## src/sv/bgab_pkg.sv

```systemverilog
// bgab_pkg: types and constants shared by the baro/gps altitude bias calibration block
// no dependencies; used by every module under sv/
`default_nettype none

package bgab_pkg;

    // fixed field widths
    localparam int ALT_W  = 27;
    localparam int BIAS_W = 27;
    localparam int COR_W  = 28;
    localparam int CNT_W  = 16;
    localparam int TIME_W = 32;

    // saturation limits
    localparam int BIAS_MAX_I = 2**26 - 1;
    localparam int BIAS_MIN_I = -(2**26);
    localparam int COR_MAX_I  = 2**27 - 1;
    localparam int COR_MIN_I  = -(2**27);

    // pair count saturates here
    localparam logic [CNT_W-1:0] CNT_MAX = 16'hFFFF;

    // configuration register reset values
    localparam logic [CNT_W-1:0]  TARGET_RST  = 16'd50;
    localparam logic [TIME_W-1:0] TIMEOUT_RST = 32'd10000;

    // register index, taken from paddr[2]
    localparam logic REG_SAMPLE_TARGET = 1'b0;
    localparam logic REG_TIMEOUT_MS    = 1'b1;

    // controller states
    typedef enum logic [2:0] {
        ST_IDLE,
        ST_GPS_GO,
        ST_GPS_WAIT,
        ST_BARO_GO,
        ST_BARO_WAIT,
        ST_FINISH,
        ST_OUT
    } state_t;

    // controller to datapath commands
    typedef struct packed {
        logic accept;
        logic div_start;
        logic div_sel_baro;
        logic cap_gm;
        logic cap_bm;
        logic finish;
        logic load_out;
    } cmd_t;

    // datapath to controller status
    typedef struct packed {
        logic fin_req;
        logic div_done;
    } status_t;

endpackage

`default_nettype wire

```

## src/sv/bgab_div.sv

```systemverilog
// bgab_div: serial restoring divider, signed dividend by unsigned 16 bit divisor
// one quotient bit per cycle, truncating toward zero; uses bgab_pkg
`default_nettype none

module bgab_div #(
    parameter int W = 48
) (
    input  wire logic                          aclk,
    input  wire logic                          aresetn,
    input  wire logic                          start,
    input  wire logic signed [W-1:0]           dividend,
    input  wire logic [bgab_pkg::CNT_W-1:0]    divisor,
    output logic                               done,
    output logic signed [W-1:0]                quotient
);

    localparam int CW = $clog2(W + 1);
    localparam int DW = bgab_pkg::CNT_W;

    logic          busy_reg, busy_next;
    logic          done_reg, done_next;
    logic [CW-1:0] cnt_reg, cnt_next;
    logic [W-1:0]  quo_reg, quo_next;
    logic [DW-1:0] rem_reg, rem_next;
    logic [DW-1:0] div_reg, div_next;
    logic          neg_reg, neg_next;
    logic [DW:0]   trial;
    logic          ge;

    // one restoring step per cycle
    always_comb begin
        trial     = {rem_reg, quo_reg[W-1]};
        ge        = trial >= {1'b0, div_reg};
        busy_next = busy_reg;
        done_next = 1'b0;
        cnt_next  = cnt_reg;
        quo_next  = quo_reg;
        rem_next  = rem_reg;
        div_next  = div_reg;
        neg_next  = neg_reg;
        if (start) begin
            busy_next = 1'b1;
            cnt_next  = CW'(W);
            quo_next  = dividend[W-1] ? (~dividend + W'(1)) : dividend;
            rem_next  = '0;
            div_next  = divisor;
            neg_next  = dividend[W-1];
        end else if (busy_reg) begin
            quo_next = {quo_reg[W-2:0], ge};
            rem_next = ge ? DW'(trial - {1'b0, div_reg}) : trial[DW-1:0];
            cnt_next = cnt_reg - CW'(1);
            if (cnt_reg == CW'(1)) begin
                busy_next = 1'b0;
                done_next = 1'b1;
            end
        end
    end

    // control state
    always_ff @(posedge aclk) begin
        if (!aresetn) begin
            busy_reg <= 1'b0;
            done_reg <= 1'b0;
            cnt_reg  <= '0;
        end else begin
            busy_reg <= busy_next;
            done_reg <= done_next;
            cnt_reg  <= cnt_next;
        end
    end

    // working registers
    always_ff @(posedge aclk) begin
        quo_reg <= quo_next;
        rem_reg <= rem_next;
        div_reg <= div_next;
        neg_reg <= neg_next;
    end

    // sign restore
    assign done     = done_reg;
    assign quotient = neg_reg ? $signed(~quo_reg + W'(1)) : $signed(quo_reg);

endmodule

`default_nettype wire

```

## src/sv/bgab_datapath.sv

```systemverilog
// bgab_datapath: calibration state, accumulators, bias and result registers
// depends on bgab_pkg and bgab_div
`default_nettype none

module bgab_datapath #(
    parameter int SUM_WIDTH = 48
) (
    input  wire logic                                 aclk,
    input  wire logic                                 aresetn,
    input  wire bgab_pkg::cmd_t                       cmd,
    output bgab_pkg::status_t                         status,
    input  wire logic                                 s_gps_ok,
    input  wire logic signed [bgab_pkg::ALT_W-1:0]    s_gps_alt_mm,
    input  wire logic                                 s_baro_ok,
    input  wire logic signed [bgab_pkg::ALT_W-1:0]    s_baro_alt_mm,
    input  wire logic [bgab_pkg::TIME_W-1:0]          s_time_ms,
    input  wire logic                                 s_restart,
    input  wire logic [bgab_pkg::CNT_W-1:0]           sample_target,
    input  wire logic [bgab_pkg::TIME_W-1:0]          timeout_ms,
    output logic signed [bgab_pkg::COR_W-1:0]         m_corrected_alt_mm,
    output logic signed [bgab_pkg::BIAS_W-1:0]        m_bias_mm,
    output logic                                      m_bias_ready,
    output logic                                      m_cal_done
);

    localparam int W  = SUM_WIDTH;
    localparam int AW = bgab_pkg::ALT_W;
    localparam int BW = bgab_pkg::BIAS_W;
    localparam int RW = bgab_pkg::COR_W;
    localparam int NW = bgab_pkg::CNT_W;
    localparam int TW = bgab_pkg::TIME_W;

    localparam logic signed [W:0]    BIAS_MAX_X = (W+1)'(bgab_pkg::BIAS_MAX_I);
    localparam logic signed [W:0]    BIAS_MIN_X = (W+1)'(bgab_pkg::BIAS_MIN_I);
    localparam logic signed [W-1:0]  COR_MAX_X  = W'(bgab_pkg::COR_MAX_I);
    localparam logic signed [W-1:0]  COR_MIN_X  = W'(bgab_pkg::COR_MIN_I);

    // control flags
    logic started_reg, done_reg, bok_reg;
    // calibration payload
    logic [NW-1:0]        cnt_reg;
    logic [TW-1:0]        start_reg;
    logic [W-1:0]         gsum_reg, bsum_reg;
    logic signed [BW-1:0] bias_reg;
    logic signed [RW-1:0] corr_reg;
    logic signed [W-1:0]  gm_reg, bm_reg;

    // request view of the state, after the first-item clear
    logic                 clr, done0, bok0, pair, acc;
    logic [NW-1:0]        cnt0, cnt_inc;
    logic [TW-1:0]        start0, elapsed;
    logic [W-1:0]         gsum0, bsum0, gsum_acc, bsum_acc;
    logic signed [BW-1:0] bias0;
    logic signed [RW-1:0] corr0, corr_new;

    // completion values
    logic signed [W:0]    diff;
    logic signed [BW-1:0] bias_sat;
    logic signed [RW-1:0] cor_sat;

    logic                 div_done;
    logic signed [W-1:0]  div_q;

    // accept path: clear on first request, correct, accumulate, test completion
    always_comb begin
        clr      = !started_reg;
        done0    = clr ? 1'b0 : done_reg;
        bok0     = clr ? 1'b0 : bok_reg;
        cnt0     = clr ? '0 : cnt_reg;
        start0   = clr ? s_time_ms : start_reg;
        gsum0    = clr ? '0 : gsum_reg;
        bsum0    = clr ? '0 : bsum_reg;
        bias0    = clr ? '0 : bias_reg;
        corr0    = clr ? '0 : corr_reg;
        pair     = s_gps_ok && s_baro_ok;
        acc      = !done0 && pair;
        gsum_acc = gsum0 + {{(W-AW){s_gps_alt_mm[AW-1]}}, s_gps_alt_mm};
        bsum_acc = bsum0 + {{(W-AW){s_baro_alt_mm[AW-1]}}, s_baro_alt_mm};
        cnt_inc  = (acc && cnt0 != bgab_pkg::CNT_MAX) ? cnt0 + NW'(1) : cnt0;
        elapsed  = s_time_ms - start0;
        corr_new = s_baro_ok ? ($signed({s_baro_alt_mm[AW-1], s_baro_alt_mm})
                               + $signed({bias0[BW-1], bias0})) : corr0;
        status.fin_req = !s_restart && !done0 && (cnt_inc != '0)
                         && ((cnt_inc >= sample_target) || (elapsed >= timeout_ms));
        status.div_done = div_done;
    end

    // bias = gps mean - baro mean, both saturated
    always_comb begin
        diff = $signed({gm_reg[W-1], gm_reg}) - $signed({bm_reg[W-1], bm_reg});
        if (diff > BIAS_MAX_X) begin
            bias_sat = BW'(bgab_pkg::BIAS_MAX_I);
        end else if (diff < BIAS_MIN_X) begin
            bias_sat = BW'(bgab_pkg::BIAS_MIN_I);
        end else begin
            bias_sat = diff[BW-1:0];
        end
        if (gm_reg > COR_MAX_X) begin
            cor_sat = RW'(bgab_pkg::COR_MAX_I);
        end else if (gm_reg < COR_MIN_X) begin
            cor_sat = RW'(bgab_pkg::COR_MIN_I);
        end else begin
            cor_sat = gm_reg[RW-1:0];
        end
    end

    // shared mean divider
    bgab_div #(
        .W(W)
    ) u_div (
        .aclk     (aclk),
        .aresetn  (aresetn),
        .start    (cmd.div_start),
        .dividend (cmd.div_sel_baro ? $signed(bsum_reg) : $signed(gsum_reg)),
        .divisor  (cnt_reg),
        .done     (div_done),
        .quotient (div_q)
    );

    // flags
    always_ff @(posedge aclk) begin
        if (!aresetn) begin
            started_reg <= 1'b0;
            done_reg    <= 1'b0;
            bok_reg     <= 1'b0;
        end else if (cmd.accept) begin
            started_reg <= 1'b1;
            done_reg    <= s_restart ? 1'b0 : done0;
            bok_reg     <= s_restart ? 1'b0 : bok0;
        end else if (cmd.finish) begin
            done_reg    <= 1'b1;
            bok_reg     <= 1'b1;
        end
    end

    // calibration payload
    always_ff @(posedge aclk) begin
        if (cmd.accept) begin
            if (s_restart) begin
                cnt_reg   <= '0;
                start_reg <= s_time_ms;
                gsum_reg  <= '0;
                bsum_reg  <= '0;
                bias_reg  <= '0;
                corr_reg  <= '0;
            end else begin
                cnt_reg   <= cnt_inc;
                start_reg <= start0;
                gsum_reg  <= acc ? gsum_acc : gsum0;
                bsum_reg  <= acc ? bsum_acc : bsum0;
                bias_reg  <= bias0;
                corr_reg  <= corr_new;
            end
        end else if (cmd.finish) begin
            bias_reg <= bias_sat;
            corr_reg <= cor_sat;
        end
        if (cmd.cap_gm) begin
            gm_reg <= div_q;
        end
        if (cmd.cap_bm) begin
            bm_reg <= div_q;
        end
    end

    // result register
    always_ff @(posedge aclk) begin
        if (cmd.load_out) begin
            m_corrected_alt_mm <= corr_reg;
            m_bias_mm          <= bias_reg;
            m_bias_ready       <= bok_reg;
            m_cal_done         <= done_reg;
        end
    end

endmodule

`default_nettype wire

```

## src/sv/bgab_ctrl.sv

```systemverilog
// bgab_ctrl: sequencing state machine and result valid for the calibration block
// depends on bgab_pkg; drives bgab_datapath through cmd_t, reads status_t
`default_nettype none

module bgab_ctrl (
    input  wire logic                aclk,
    input  wire logic                aresetn,
    input  wire logic                s_valid,
    output logic                     s_ready,
    output logic                     m_valid,
    input  wire logic                m_ready,
    output bgab_pkg::cmd_t           cmd,
    input  wire bgab_pkg::status_t   status
);

    bgab_pkg::state_t state_reg, state_next;
    logic             m_valid_reg, m_valid_next;
    logic             out_free;

    // state register
    always_ff @(posedge aclk) begin
        if (!aresetn) begin
            state_reg   <= bgab_pkg::ST_IDLE;
            m_valid_reg <= 1'b0;
        end else begin
            state_reg   <= state_next;
            m_valid_reg <= m_valid_next;
        end
    end

    // next state and commands
    always_comb begin
        cmd        = '0;
        state_next = state_reg;
        s_ready    = (state_reg == bgab_pkg::ST_IDLE);
        out_free   = !m_valid_reg || m_ready;
        case (state_reg)
            bgab_pkg::ST_IDLE: begin
                if (s_valid) begin
                    cmd.accept = 1'b1;
                    state_next = status.fin_req ? bgab_pkg::ST_GPS_GO : bgab_pkg::ST_OUT;
                end
            end
            bgab_pkg::ST_GPS_GO: begin
                cmd.div_start = 1'b1;
                state_next    = bgab_pkg::ST_GPS_WAIT;
            end
            bgab_pkg::ST_GPS_WAIT: begin
                if (status.div_done) begin
                    cmd.cap_gm = 1'b1;
                    state_next = bgab_pkg::ST_BARO_GO;
                end
            end
            bgab_pkg::ST_BARO_GO: begin
                cmd.div_start    = 1'b1;
                cmd.div_sel_baro = 1'b1;
                state_next       = bgab_pkg::ST_BARO_WAIT;
            end
            bgab_pkg::ST_BARO_WAIT: begin
                if (status.div_done) begin
                    cmd.cap_bm = 1'b1;
                    state_next = bgab_pkg::ST_FINISH;
                end
            end
            bgab_pkg::ST_FINISH: begin
                cmd.finish = 1'b1;
                state_next = bgab_pkg::ST_OUT;
            end
            bgab_pkg::ST_OUT: begin
                if (out_free) begin
                    cmd.load_out = 1'b1;
                    state_next   = bgab_pkg::ST_IDLE;
                end
            end
            default: begin
                state_next = bgab_pkg::ST_IDLE;
            end
        endcase
        m_valid_next = cmd.load_out ? 1'b1 : (m_ready ? 1'b0 : m_valid_reg);
    end

    assign m_valid = m_valid_reg;

endmodule

`default_nettype wire

```

## src/sv/baro_gps_altitude_bias_cal_unit.sv

```systemverilog
// baro_gps_altitude_bias_cal_unit: top level, configuration registers and APB port
// depends on bgab_pkg, bgab_ctrl, bgab_datapath (which holds bgab_div)
//
//  channel   direction  handshake          payload
//  s_*       in         s_valid/s_ready    gps_ok, gps_alt_mm, baro_ok, baro_alt_mm,
//                                          time_ms, restart
//  m_*       out        m_valid/m_ready    corrected_alt_mm, bias_mm, bias_ready, cal_done
//  apb       in/out     psel/penable       sample_target (0x0), timeout_ms (0x4)
//
// a request that does not complete calibration goes through accept, then result load
// a completing request computes two means in turn from one serial
// divider that retires one quotient bit a cycle, then the bias step
// the next request is accepted while the result register still waits on m_ready
// aresetn is synchronous; configuration returns to target 50, timeout 10000 ms
`default_nettype none

module baro_gps_altitude_bias_cal_unit #(
    parameter int SUM_WIDTH = 48
) (
    input  wire logic                                 aclk,
    input  wire logic                                 aresetn,
    input  wire logic                                 s_valid,
    output logic                                      s_ready,
    input  wire logic                                 s_gps_ok,
    input  wire logic signed [bgab_pkg::ALT_W-1:0]    s_gps_alt_mm,
    input  wire logic                                 s_baro_ok,
    input  wire logic signed [bgab_pkg::ALT_W-1:0]    s_baro_alt_mm,
    input  wire logic [bgab_pkg::TIME_W-1:0]          s_time_ms,
    input  wire logic                                 s_restart,
    output logic                                      m_valid,
    input  wire logic                                 m_ready,
    output logic signed [bgab_pkg::COR_W-1:0]         m_corrected_alt_mm,
    output logic signed [bgab_pkg::BIAS_W-1:0]        m_bias_mm,
    output logic                                      m_bias_ready,
    output logic                                      m_cal_done,
    input  wire logic                                 psel,
    input  wire logic                                 penable,
    input  wire logic                                 pwrite,
    input  wire logic [2:0]                           paddr,
    input  wire logic [31:0]                          pwdata,
    output logic [31:0]                               prdata,
    output logic                                      pready
);

    logic [bgab_pkg::CNT_W-1:0]  target_reg;
    logic [bgab_pkg::TIME_W-1:0] timeout_reg;
    logic                        wr_en;
    bgab_pkg::cmd_t              cmd;
    bgab_pkg::status_t           status;

    // configuration writes
    assign pready = 1'b1;
    assign wr_en  = psel && penable && pwrite;

    always_ff @(posedge aclk) begin
        if (!aresetn) begin
            target_reg  <= bgab_pkg::TARGET_RST;
            timeout_reg <= bgab_pkg::TIMEOUT_RST;
        end else if (wr_en) begin
            case (paddr[2])
                bgab_pkg::REG_SAMPLE_TARGET: target_reg  <= pwdata[bgab_pkg::CNT_W-1:0];
                bgab_pkg::REG_TIMEOUT_MS:    timeout_reg <= pwdata;
                default: begin
                end
            endcase
        end
    end

    // register readback
    always_comb begin
        case (paddr[2])
            bgab_pkg::REG_SAMPLE_TARGET: prdata = {16'h0000, target_reg};
            bgab_pkg::REG_TIMEOUT_MS:    prdata = timeout_reg;
            default:                     prdata = '0;
        endcase
    end

    bgab_ctrl u_ctrl (
        .aclk    (aclk),
        .aresetn (aresetn),
        .s_valid (s_valid),
        .s_ready (s_ready),
        .m_valid (m_valid),
        .m_ready (m_ready),
        .cmd     (cmd),
        .status  (status)
    );

    bgab_datapath #(
        .SUM_WIDTH(SUM_WIDTH)
    ) u_dp (
        .aclk               (aclk),
        .aresetn            (aresetn),
        .cmd                (cmd),
        .status             (status),
        .s_gps_ok           (s_gps_ok),
        .s_gps_alt_mm       (s_gps_alt_mm),
        .s_baro_ok          (s_baro_ok),
        .s_baro_alt_mm      (s_baro_alt_mm),
        .s_time_ms          (s_time_ms),
        .s_restart          (s_restart),
        .sample_target      (target_reg),
        .timeout_ms         (timeout_reg),
        .m_corrected_alt_mm (m_corrected_alt_mm),
        .m_bias_mm          (m_bias_mm),
        .m_bias_ready       (m_bias_ready),
        .m_cal_done         (m_cal_done)
    );

endmodule

`default_nettype wire

```

## config.mk

```make
export PLATFORM = sky130hd
export DESIGN_NAME = baro_gps_altitude_bias_cal_unit
export DESIGN_NICKNAME = d
export VERILOG_FILES = /design/src/sv/bgab_pkg.sv /design/src/sv/bgab_div.sv /design/src/sv/bgab_datapath.sv /design/src/sv/bgab_ctrl.sv /design/src/sv/baro_gps_altitude_bias_cal_unit.sv
export SDC_FILE = /design/constraint.sdc
export NUM_CORES = 1
export LEC_CHECK = 0
export BUFFER_PORTS_ARGS = -buffer_cell sky130_fd_sc_hd__buf_2
export CORE_MARGIN = 2
export CORE_UTILIZATION = 60
export CTS_BUF_LIST = sky130_fd_sc_hd__clkbuf_4
export DETAILED_ROUTE_END_ITERATION = 6
export GPL_ROUTABILITY_DRIVEN = 1
export GPL_TIMING_DRIVEN = 0
export HOLD_SLACK_MARGIN = 0.08
export PLACE_DENSITY = 0.75
export SLEW_MARGIN = 20
export SYNTH_ARGS = -nofsm -noshare
export SYNTH_HDL_FRONTEND = slang
export SYNTH_SLANG_ARGS = --single-unit
```

## constraint.sdc

```tcl
create_clock -name aclk -period 8.3 [get_ports aclk]
set_clock_uncertainty 0.05 [all_clocks]
set_input_delay 0.83 -clock aclk [delete_from_list [all_inputs] [get_ports aclk]]
set_output_delay 0.83 -clock aclk [all_outputs]
set_load 0.05 [all_outputs]
```

# Word level (Yosys, flattened, before mapping)
# Index checks and enable logic that the tools add are counted.
dict set report totals {
  reg_bits 496
}
dict set report op_classes {
  add_sub_neg 10
  n_lt_le_gt_ge 7
  n_eq_ne 14
  muxes 59
  n_bitwise 5
  reduce_logical 26
}
# cell count
set ops {}
lappend ops {{48-bit two-way mux} 9}
lappend ops {{28-bit two-way mux} 7}
lappend ops {{27-bit two-way mux} 6}
lappend ops {{48-bit adder} 2}
lappend ops {{48-bit inverter} 2}
lappend ops {{32-bit two-way mux} 2}
lappend ops {{32-bit case mux with 2 select lines} 1}
lappend ops {{49-bit by 27-bit greater-than comparator with 1-bit output, second input constant} 1}
lappend ops {{49-bit by 27-bit less-than comparator with 1-bit output, second input constant} 1}
lappend ops {{48-bit by 48-bit subtractor with 49-bit output} 1}
lappend ops {{48-bit by 1-bit adder with 48-bit output, second input constant} 1}
lappend ops {{48-bit by 2-bit adder with 48-bit output, second input constant} 1}
lappend ops {{48-bit by 28-bit greater-than comparator with 1-bit output, second input constant} 1}
lappend ops {{48-bit by 28-bit less-than comparator with 1-bit output, second input constant} 1}
lappend ops {{16-bit two-way mux} 3}
lappend ops {{32-bit greater-or-equal comparator} 1}
lappend ops {{32-bit subtractor} 1}
lappend ops {{27-bit by 27-bit adder with 28-bit output} 1}
lappend ops {{1-bit two-way mux} 23}
lappend ops {{3-bit case mux with 7 select lines} 1}
lappend ops {{17-bit by 16-bit greater-or-equal comparator with 1-bit output} 1}
lappend ops {{16-bit by 1-bit adder with 16-bit output, second input constant} 1}
lappend ops {{16-bit greater-or-equal comparator} 1}
lappend ops {{16-bit != test, second input constant} 1}
lappend ops {{23 further kinds} 51}

# Logic depth before layout (Yosys ltp)
dict set report logic_depth {
  word_depth 11
  ltp_mapped 31
  mapped_depth_nobuf 26
}

# Hierarchy
# From an unflattened synthesis, not the netlist that was laid out.
dict set report hier_totals {
  cells_unflattened 3838
  hier_area_um2 36064.6
}
# module n_inst cells_each area_each_um2
set by_module_without_submodules {}
lappend by_module_without_submodules {bgab_datapath 1 2844 27153.5}
lappend by_module_without_submodules {bgab_div 1 717 6364.9}
lappend by_module_without_submodules {baro_gps_altitude_bias_cal_unit 1 238 2244.7}
lappend by_module_without_submodules {bgab_ctrl 1 39 301.5}

# Worst setup path before layout
# No wires, ideal clock.
dict set report synth_path {
  kind {register to register}
  startpoint {register u_dp.started_reg}
  endpoint {register u_ctrl.state_reg[1]}
  t_arrival_ns 6.363
  setup_slack_ns 1.817
  stages_incl_launch_ff 32
  cell_sequence {dfxtp_1 -> clkbuf_1 -> clkbuf_1 -> clkbuf_1 -> clkbuf_1 -> clkbuf_1 -> nand2_1 -> o21ai_0 -> ha_1 -> inv_1 -> fa_1 -> a21o_1 -> a21oi_1 -> o21ai_0 -> a311oi_1 -> nor4b_1 -> o21a_1 -> o21a_1 -> o31a_1 -> o21a_1 -> o31ai_1 -> o21ai_0 -> xnor2_1 -> ha_1 -> a21o_1 -> a21o_1 -> a21oi_1 -> o2111ai_1 -> o21ai_0 -> a31oi_1 -> or3_1 -> a21oi_1}
}
dict set report synth_via {
  elab_chain_cells 11
}
# element line_no
set synth_rtl {}
lappend synth_rtl {{from (decl)} bgab_datapath.sv:39} ;# logic started_reg, done_reg, bok_reg;
lappend synth_rtl {{from (signal assigned)} bgab_datapath.sv:123} ;# started_reg <= 1'b0;
lappend synth_rtl {{from (signal assigned)} bgab_datapath.sv:127} ;# started_reg <= 1'b1;
lappend synth_rtl {{branches (longest 7 deep; another with 32-bit subtractor)} --}
lappend synth_rtl {{1-bit logical AND (*)} bgab_datapath.sv:84} ;# && ((cnt_inc >= sample_target) || (elapsed >= timeout_ms));
lappend synth_rtl {{3-bit two-way mux (*)} bgab_ctrl.sv:41} ;# state_next = status.fin_req ? bgab_pkg::ST_GPS_GO : bgab_pkg::ST_OUT;
lappend synth_rtl {{3-bit two-way mux (*)} bgab_ctrl.sv:39} ;# if (s_valid) begin
lappend synth_rtl {{3-bit case mux with 7 select lines (*)} bgab_ctrl.sv:37} ;# case (state_reg)
lappend synth_rtl {{to (signal assigned)} bgab_ctrl.sv:23} ;# state_reg <= bgab_pkg::ST_IDLE;
lappend synth_rtl {{to (signal assigned)} bgab_ctrl.sv:26} ;# state_reg <= state_next;
lappend synth_rtl {{to (decl)} bgab_ctrl.sv:16} ;# bgab_pkg::state_t state_reg, state_next;
# Mark *: on every way between the ends. The select of a mux whose other input is x is not followed.
# A chain may end at the register's enable or synchronous reset.

# Final worst setup path
# Ends and elaborated chain as after synthesis.

==> results.toml <==
[cells_and_area]
areaGrowthSynthToFinish_pct = 12.7
final_layout_size_suffix_gt1_frac = 0.112
regArea_um2 = 14100
num-fill-cells = 4850
utilization = 0.682
fin_nets = 4723
design_area_um2 = 40100
multiInputGateArea_um2 = 20000

[critical_path]
r2r_end = "u_ctrl.state_reg[1]$_SDFFE_PN0P_"
crit_buf_inv = 6
path_max_fanout = 10
crit_path_start_kind = "flip-flop"
regToRegStartpoint = "u_dp.started_reg$_SDFFE_PN0P_"
reg2reg_depth = 31
path_class = "flip-flop to flip-flop"
ff2ff_setup_slack_ns = 0.47
cp_slowest_cell = "o31ai_2"
arrival_ns = 8.68
crit_family = "compound AO/OA/AOI/OAI gates"
cp_slowest_stage_delay_ns = 0.41
setup.worst_path.end_class = "flip-flop"
cp_data_required_time_ns = 9.15

[timing]
rsz0062_at_grt = "false"
drv_slew = 0
tightestPinTransition_ns = 1.23
whs_ns = 0.156
hold_viol_final = 0
period_needed_ns = 7.83
finalSetupViolations = 0
clock.fmax_mhz = 128
maxSlewHeadroom = 0.182
tns_ns = 0
finalCritPeriodShare = 0.944

[clocking]
clock_sinks = 496
cts_buffer_depth = 3
clkLatencyLatePin_ns = 0.99
cts.clk_slew.worst_paths_ns = 0.07
cts_tree = "built"
post_cts_buffers = 0
cts-root-buf = "clkbuf_4"
cts_buffers = 137
htree_levels = 4

[drt]
drtIter0Drc = 3014
dr.pass1.iters = 6
drt_wl_total_um = 101000
viasPerCell = 6.00
vias = 31226
ant_nets = 0
wire_per_inst_um = 19.5
drc_errors = 0

[die]
die_h_um = 248
die_area_um2 = 61300
start_util = 0.605
ios = 223
row_count = 89
core-area_um2 = 58800
die_x_um = 248

[grt]
grt_pass1_wl_um = 157000
overflow = 0
track_usage = 0.330
grt_max_degree = 58
grt_pass1_vias = 29306
antenna_found_initial = 9

[worst_hold_path]
whs_path_depth = 3
holdCritStartpoint = "s_time_ms[10]"
holdPathEnd = "u_dp.start_reg[10]$_DFFE_PP_"
hold_class = "input port to flip-flop"

[logic_synthesis]
yosys_warnings = 0
synth_edf_count = 417
syn-mean-instance-area_um2 = 9.12
synth_commonest_cells = "nand2_1, edfxtp_1, a21oi_1"
ys_seq_area_frac = 0.396
netlist_instances = 3903
yosysTopAreaCellShare = 0.352
synth_area_um2 = 35600
yosys.area.top_type = "edfxtp_1"
synth_area_leaders = "edfxtp_1, ha_1, a21oi_1"
ys_ff_latch = 496
synth_cell_types = 82
yosysMostFrequentCell = "nand2_1"
synth_nets = 4310
synthArstFlopShare = 0
synth_ff_type = "edfxtp_1"

[power_and_ir_drop]
finalPower_uw = 10800
powerDensity_nw_per_um2 = 269
irDropWorstVdd_mv = 0.178
cellLeakagePower_uw = 0.0164

[placed_design]
post_dp_cell_area_um2 = 37900
numPortBuffers = 217
hpwlAfterDp_um = 78100
routabilityCongestion = 0.947

[status]
outcome = "finished clean"

[run]
drv_cap = 0
worst reg2reg max path: cells and delay by family (launching register included):
kind / cells / cell delay [ns]
AO/OA/AOI/OAI: 18 / 3.98
buffers and inverters: 6 / 1.82
adder cells (fa/ha/maj): 3 / 0.80
AND/OR/NAND/NOR: 3 / 0.55
flip-flops: 1 / 0.39
XOR/XNOR: 1 / 0.15
worst max path at each step:
stage	start	to	slack, ns	cells past startpoint
2_1_floorplan	u_dp.started_reg$_SDFFE_PN0P_	u_ctrl.state_reg[1]$_SDFFE_PN0P_	1.82	31
3_3_place_gp	s_valid	u_dp.corr_reg[20]$_DFFE_PP_	-1.69	7
3_5_place_dp	u_dp.started_reg$_SDFFE_PN0P_	u_ctrl.state_reg[1]$_SDFFE_PN0P_	-0.81	31
4_1_cts	u_dp.started_reg$_SDFFE_PN0P_	u_ctrl.state_reg[1]$_SDFFE_PN0P_	0.06	31
5_1_grt	u_dp.started_reg$_SDFFE_PN0P_	u_ctrl.state_reg[1]$_SDFFE_PN0P_	0.04	31
6_report	u_dp.started_reg$_SDFFE_PN0P_	u_ctrl.state_reg[1]$_SDFFE_PN0P_	0.47	31
stage by stage:
step	setup slack, ns	std cells
final	0.467	5202
after detailed placement	-0.810	4904
after global routing	0.0359	5200
after global placement	-1.69	4893
after floorplan	1.82	3903
after CTS	0.0567	5194
layout make-up:
class                   count  area share
plain buffers             157      0.0160
inverters                 239      0.0224
diodes                      8    0.000499
repair buffers            274      0.0433
clock inverters            46     0.00636
clock buffers             198      0.0371
well taps                 773      0.0241
flip-flops and latches    496       0.352
multi-input cells        3011       0.499
power breakdown:
part,switching [µW],leakage (µW),internal (µW),total (µW)
Sequential,428,0.00454,3570,4000
Combinational,2800,0.0108,1770,4570
Clock,1070,0.00104,1160,2230
Total,4300,0.0164,6500,10800
metal layers:
| layer | track usage | share of wire |
|---|---|---|
| met4 | 0.124 | 0.036 |
| met3 | 0.0639 | 0.087 |
| met1 | 0.465 | 0.44 |
| met5 | 0 | 0 |
| met2 | 0.503 | 0.43 |
kinds of logic (layout without fill, tap and decap cells):
| logic type | after synthesis | in the layout | share of synthesized area |
|---|---|---|---|
| buffers and inverters | 396 | 914 | 0.0429 |
| AO/OA/AOI/OAI | 1111 | 1111 | 0.194 |
| multiplexers | 124 | 124 | 0.0350 |
| AND/OR/NAND/NOR | 1216 | 1216 | 0.163 |
| adder cells (fa/ha/maj) | 276 | 276 | 0.0983 |
| XOR/XNOR | 283 | 283 | 0.0697 |
| other | 1 | 9 | 0.000105 |
| flip-flops | 496 | 496 | 0.396 |
placed cells by master, fill, tap and decap left out, types with 120 or more instances in the layout:
cell type and count:
a21oi_1 386, nand2_1 477, clkbuf_1 130, inv_1 235, o21ai_0 226, edfxtp_1 417, and2_1 134, buf_2 223
clkbuf_4 200, nor2_1 202, xnor2_1 180, ha_1 270, mux2i_1 120
repair_timing:
action / CTS / global route
resized for setup: 5 / 7
cloned: 0 / 0
setup endpoints to repair: 3 / 3
hold buffers: 46 / 0
hold endpoints to repair: 62 / 0
No activity file was read; power rests on OpenSTA's default activity.
